## config.mk

```make
export PLATFORM = sky130hd
export DESIGN_NAME = lobm_ctrl
export DESIGN_NICKNAME = d
export VERILOG_FILES = /design/src/lobm_pkg.sv /design/src/lobm_ctrl.sv
export SDC_FILE = /design/constraint.sdc
export NUM_CORES = 1
export LEC_CHECK = 0
export BUFFER_PORTS_ARGS = -buffer_cell sky130_fd_sc_hd__buf_2
export CORE_MARGIN = 2
export CORE_UTILIZATION = 30
export DETAILED_ROUTE_END_ITERATION = 8
export MAX_ROUTING_LAYER = met4
export PLACE_DENSITY = 0.55
export SLEW_MARGIN = 20
export SYNTH_ARGS = -nofsm -noshare
export SYNTH_HDL_FRONTEND = slang
export SYNTH_SLANG_ARGS = --single-unit
```

## constraint.sdc

```tcl
create_clock -name clk -period 1.51 [get_ports clk]
set_input_delay 0 -clock clk [delete_from_list [all_inputs] [get_ports clk]]
set_output_delay 0 -clock clk [all_outputs]
set_load 0.05 [all_outputs]
```

## src/lobm_pkg.sv

```systemverilog
`timescale 1ns / 1ps
// ----------------------------------------------------------------------------
// Order book matcher package
// Shared word types, operation and status codes, and the command and status
// structs that join the controller to the datapath.
// ----------------------------------------------------------------------------
package lobm_pkg;

  localparam int MAX_ORDERS_DEF = 32;

  // Operation codes of an input word.
  localparam logic [1:0] OP_ADD    = 2'd0;
  localparam logic [1:0] OP_CANCEL = 2'd1;
  localparam logic [1:0] OP_MODIFY = 2'd2;

  // Status codes of the closing record.
  localparam logic [2:0] ST_OK      = 3'd0;
  localparam logic [2:0] ST_DUP_ID  = 3'd1;
  localparam logic [2:0] ST_UNKNOWN = 3'd2;
  localparam logic [2:0] ST_FAK_NX  = 3'd3;
  localparam logic [2:0] ST_FULL    = 3'd4;

  typedef struct packed {
    logic [1:0]         op;
    logic [31:0]        order_id;
    logic               is_sell;
    logic signed [31:0] limit_price;
    logic [31:0]        order_qty;
    logic               fill_and_kill;
  } in_word_t;

  typedef struct packed {
    logic               kind;
    logic [2:0]         status;
    logic [31:0]        bid_order_id;
    logic signed [31:0] bid_price;
    logic [31:0]        ask_order_id;
    logic signed [31:0] ask_price;
    logic [31:0]        trade_qty;
    logic [5:0]         resting_count;
    logic               last;
  } out_word_t;

  // One buffered trade, held until the final resting count is known.
  typedef struct packed {
    logic [31:0]        bid_id;
    logic signed [31:0] bid_price;
    logic [31:0]        ask_id;
    logic signed [31:0] ask_price;
    logic [31:0]        qty;
  } trade_t;

  // Commands from the controller to the datapath.
  typedef struct packed {
    logic       latch;
    logic       scan_start;
    logic       scan_step;
    logic       insert;
    logic       remove_found;
    logic       trade;
    logic       cleanup;
    logic       set_status;
    logic [2:0] status_code;
    logic       drain_start;
    logic       rd_issue;
    logic       load_trade;
    logic       load_status;
  } dp_cmd_t;

  // Status from the datapath to the controller.
  typedef struct packed {
    logic [1:0] op;
    logic       scan_last;
    logic       found;
    logic       have_free;
    logic       fak_reject;
    logic       trade_ok;
    logic       drain_more;
    logic       out_done;
  } dp_sts_t;

endpackage

```

## src/lobm_ctrl.sv

```systemverilog
`timescale 1ns / 1ps
// ----------------------------------------------------------------------------
// Order book matcher controller
// Sequences scans, the add and remove decisions, the matching loop and the
// delivery of buffered trades followed by the closing record.
// ----------------------------------------------------------------------------
module lobm_ctrl import lobm_pkg::*; (
  input  logic    clk,
  input  logic    rst_n,
  input  logic    in_valid,
  output logic    in_ready,
  input  dp_sts_t sts,
  output dp_cmd_t cmd
);

  typedef enum logic [3:0] {
    S_IDLE, S_SCAN, S_DECIDE, S_MSCAN, S_MDECIDE,
    S_EMIT, S_RD, S_LOAD, S_WAIT, S_WAIT_LAST
  } state_t;

  state_t state_r, state_nxt;

  assign in_ready = (state_r == S_IDLE);

  // Next state and commands.
  always_comb begin
    state_nxt = state_r;
    cmd       = '0;
    case (state_r)
      S_IDLE: begin
        if (in_valid) begin
          cmd.latch      = 1'b1;
          cmd.scan_start = 1'b1;
          state_nxt      = S_SCAN;
        end
      end
      S_SCAN: begin
        cmd.scan_step = 1'b1;
        if (sts.scan_last) begin
          state_nxt = S_DECIDE;
        end
      end
      S_DECIDE: begin
        state_nxt = S_EMIT;
        if (sts.op == OP_ADD) begin
          if (sts.found) begin
            cmd.set_status  = 1'b1;
            cmd.status_code = ST_DUP_ID;
          end else if (sts.fak_reject) begin
            cmd.set_status  = 1'b1;
            cmd.status_code = ST_FAK_NX;
          end else if (!sts.have_free) begin
            cmd.set_status  = 1'b1;
            cmd.status_code = ST_FULL;
          end else begin
            cmd.insert     = 1'b1;
            cmd.scan_start = 1'b1;
            state_nxt      = S_MSCAN;
          end
        end else if (sts.op == OP_CANCEL || sts.op == OP_MODIFY) begin
          if (!sts.found) begin
            cmd.set_status  = 1'b1;
            cmd.status_code = ST_UNKNOWN;
          end else begin
            cmd.remove_found = 1'b1;
            if (sts.op == OP_MODIFY) begin
              cmd.scan_start = 1'b1;
              state_nxt      = S_SCAN;
            end
          end
        end
      end
      S_MSCAN: begin
        cmd.scan_step = 1'b1;
        if (sts.scan_last) begin
          state_nxt = S_MDECIDE;
        end
      end
      S_MDECIDE: begin
        if (sts.trade_ok) begin
          cmd.trade      = 1'b1;
          cmd.scan_start = 1'b1;
          state_nxt      = S_MSCAN;
        end else begin
          cmd.cleanup = 1'b1;
          state_nxt   = S_EMIT;
        end
      end
      S_EMIT: begin
        cmd.drain_start = 1'b1;
        state_nxt       = S_RD;
      end
      S_RD: begin
        if (sts.drain_more) begin
          cmd.rd_issue = 1'b1;
          state_nxt    = S_LOAD;
        end else begin
          cmd.load_status = 1'b1;
          state_nxt       = S_WAIT_LAST;
        end
      end
      S_LOAD: begin
        cmd.load_trade = 1'b1;
        state_nxt      = S_WAIT;
      end
      S_WAIT: begin
        if (sts.out_done) begin
          state_nxt = S_RD;
        end
      end
      S_WAIT_LAST: begin
        if (sts.out_done) begin
          state_nxt = S_IDLE;
        end
      end
      default: begin
        state_nxt = S_IDLE;
      end
    endcase
  end

  // State register.
  always_ff @(posedge clk) begin
    if (!rst_n) begin
      state_r <= S_IDLE;
    end else begin
      state_r <= state_nxt;
    end
  end

endmodule

```

Yosys cells after proc, flatten, opt, wreduce, memory -nomap -nowiden. Cells that the tools add are included.

RAM bits: 0. Bits in registers: 4. Output and inout bits: 16. Latch bits: 0. Input bits: 12. Memories kept: 0. Logic and storage cells: 69. Bits in read-only memories: 0.

Multiplexer cells: 47. Multipliers: 0. Bitwise gates (word level): 0. Div/mod/pow operators: 0. Equality and inequality tests: 16. Shift operators: 0. Add/sub/neg operators: 0. $lt $le $gt $ge: 0. Reductions and logical operators: 5.

Operators by type and width (number): 2-to-1 mux 4 bit (16); one-hot mux 4 bit (10 select lines) (1); 2-to-1 mux 1 bit (21); equality test 4 x 3 -> 1 bit, second input constant (4); 2-to-1 mux 3 bit (5); inequality test 2 bit, second input constant (5); equality test 4 x 2 -> 1 bit, second input constant (2); equality test 4 bit, second input constant (2); 2-to-1 mux 2 bit (3); AND reduction 5 bit (1); equality test 4 x 1 -> 1 bit, second input constant (1); logical NOT 4 bit (1); one-hot mux 1 bit (3 select lines) (1); equality test 2 x 1 -> 1 bit, second input constant (1); equality test 2 bit, second input constant (1); logical NOT 2 bit (1); OR reduction 2 bit (1); logical OR 1 bit (1).

Longest topological paths before layout.
Depth in word-level cells: 6. Gate-level depth with buffers: 6.

Worst setup path after synthesis. OpenSTA, ideal clock, no wires.

Path kind: register -> output. From: register state_r[0]. To: output cmd[14] (netlist bit). Path slack: -1.235 ns. Stages on the path, launching flop included: 5. Buffers on the path: 2. Arrival: 2.745 ns. Cells stage by stage: dfxtp_1 > buf_6 > clkbuf_1 > nor4_1 > and2_1.

RTL lines: from (decl) (line lobm_ctrl.sv:21) `state_t state_r, state_nxt;`; from (signal assigned) (line lobm_ctrl.sv:127) `state_r <= state_nxt;`; to (decl) (line lobm_ctrl.sv:13) `output dp_cmd_t cmd`.

==> impl_metrics.ini <==
[place]
port_buffers = 27
place_congestion = 0.771
dpl.cell_count = 135
dp_slack_ns = 0.115
place_hpwl_um = 1280

[min_path]
hold_class = primary input to flip-flop

[route]
drc = 0
drt-initial-drc-count = 17
avgRoutedWirePerCell_um = 12.4
drtPass1Iterations = 6
vias = 706
drt-met1-wl_um = 887
drt-vias-per-instance = 5.04
ant_nets = 0
highest_layer = met4
finalWirelength_um = 1740
wl_met3_um = 76
dr_wl_met2_um = 748

[sta]
rsz0062_at_grt = true
whs_ns = 0.0268
timing.setup.tns_ns = -0.0146
period_share_pct = 101
min_period_ns = 1.52
hold_viol_final = 0
setup-violations-final = 2
finalMaxSlewViolations = 0
fmax_ghz = 0.658
worstMarginPinSlew_ns = 0.406
clock_skew_ns = 0.000408
slew-limit-headroom_pct = 72.5
setup_slack_ns = -0.00972

[logic_synthesis]
synth_cells = 80
seq_area_frac_synth_pct = 14.4
ys_types = 35
ys_async_sr_fraction_pct = 0
ys_ff_latch = 4
netlist_top_cells_count = 8 x nor2_1, 7 x nor3_1, 6 x a21oi_1, 6 x nor2b_1
avgSynthCellArea_um2 = 6.96
yosysMostFrequentCell = nor2_1
synth_top_area_share_pct = 14.4
syn-cell-area_um2 = 557
synthTopCellsByArea = dfxtp_1 14%, nor2b_1 6.7%, nor3_1 6.3%, a21oi_1 5.4%, nor2_1 5.4%
synthesis.nets = 94
synthFlopType = dfxtp_1
synth_top_cell_by_area = dfxtp_1
ys_warn_count = 0
synth-edff-count = 0

[cells_and_area]
n_antenna_cell = 0
regMostFlops = state_r
largest_reg_flops = 4
postLayoutCoreUtil_pct = 55.1
nNetsFinal = 131
drive_gt1_share_pct = 53.9
final_cells = 140
largestRegisters = state_r (4)
synthToLayoutAreaGrowth_pct = 72.6
nFillCells = 184

[pwr]
p_leak_nw = 0.436
intPower_mw = 0.344
ir_worst_vdd_v = 0.000252
powerDensity_nw_per_um2 = 645
switchingPower_mw = 0.275
pwr-share-seq_pct = 20.2
p_comb_share_pct = 56.8
p_clk_share_pct = 22.9
switching_share_pct = 44.5

[worst_setup_path]
worst-setup-path-type = flip-flop to output port
worst_setup_path_start_kind = flip-flop
path_max_fanout = 5
worst_ep_arrival_time_ns = 1.52
end_kind = output port
critPathRequiredTime_ns = 1.51

[global_routing]
grt_pass1_wl_um = 2440
grt_max_degree = 10
antenna_found_initial = 0
grt_overflow = 0
grt_pass1_vias = 566
grt_use_total_pct = 15.7

[floorplanning]
io_pins = 28
die_w_um = 47.1
die_area_um2 = 2220
die_h_um = 47.1
rows = 15
core_um2 = 1750
initial_utilization_pct = 31.9

[cts]
cts_sinks = 4
cts-root-buf = clkbuf_4
cts_buffer_depth = 2
cts_buffers = 3
postCtsHoldBufs = 0
clk_latency_ns = 0.24
htreeDepth = 1
clk_pin_slew_worst_paths_ns = 0.04
cts_tree = built

[run_status]
violations = negative setup slack
status = finished with violations

[flow_run]
drv_cap = 0
==> final cells by class <==
type	count	area (um2)	share of cell area, %
Sequential cell	4	90.1	9.37
Inverter	3	11.3	1.17
Clock buffer	3	22.5	2.34
Multi-Input combinational cell	67	547	56.9
Timing Repair Buffer	38	259	27.0
Tap cell	25	31.3	3.26
==> worst paths after layout <==
path	slack, ns	from	endpoint	depth (start not counted)
min	0.03	rst_n	state_r[2]	3
max	-0.01	state_r[2]	cmd[7]	4
min reg2reg	0.67	state_r[1]	state_r[2]	4
max reg2reg	0.11	state_r[3]	state_r[0]	6
==> placed cells by master (no fill, tap or decap), drive strengths merged, types with 3 or more instances in the layout <==
cell / instances
a21oi: 6
inv: 3
nor2b: 6
nor4: 3
a31oi: 3
buf: 37
clkbuf: 4
nand2: 4
nor3b: 5
dfxtp: 4
nor3: 7
nor2: 9
==> critical path: stages, from the launching register on <==
cell,delay (ns)
dfxtp_4,0.35
nand2b_4,0.15
or3_4,0.42
nor3_4,0.18
buf_6,0.18
==> routing by layer <==
metal / GRT usage, % / vias up
met5: - / -
met1: 23.5 / 321
met3: 0 / 2
li1: - / 361
met2: 23.0 / 22
met4: 5.00 / 0
==> cells by family (layout without fill, tap and decap cells) <==
logic type	Yosys count	in the layout	share of synthesized area, %
AO/OA/AOI/OAI	17	17	18.7
buffers and inverters	9	44	8.31
multiplexers	1	1	1.80
AND/OR/NAND/NOR	47	47	52.4
flip-flops	4	4	14.4
adder cells (fa/ha/maj)	2	2	4.49
==> metrics by stage <==
stage / area (um2) / power, mW
finish: 961 / 0.619
global route: 961 / 0.649
CTS: 946 / 0.618
global placement: 862 / 0.450
floorplan: 664 / 0.375
detailed placement: 862 / 0.452
==> power by group through the flow <==
stage | sequential [mW] | clock, mW | combinational, mW
after detailed placement | 0.128 | 0 | 0.324
after floorplan | 0.120 | 0 | 0.255
final | 0.125 | 0.142 | 0.352
after global routing | 0.127 | 0.146 | 0.377
after global placement | 0.127 | 0 | 0.323
after CTS | 0.125 | 0.145 | 0.347
==> what timing repair did <==
action / in CTS / in global routing
gates cloned: 0 / 0
setup buffers: 2 / 0
resized for setup: 16 / 7
pin swaps: 4 / 1
setup endpoints to repair: 8 / 7
(Power assumes the default switching activity.)
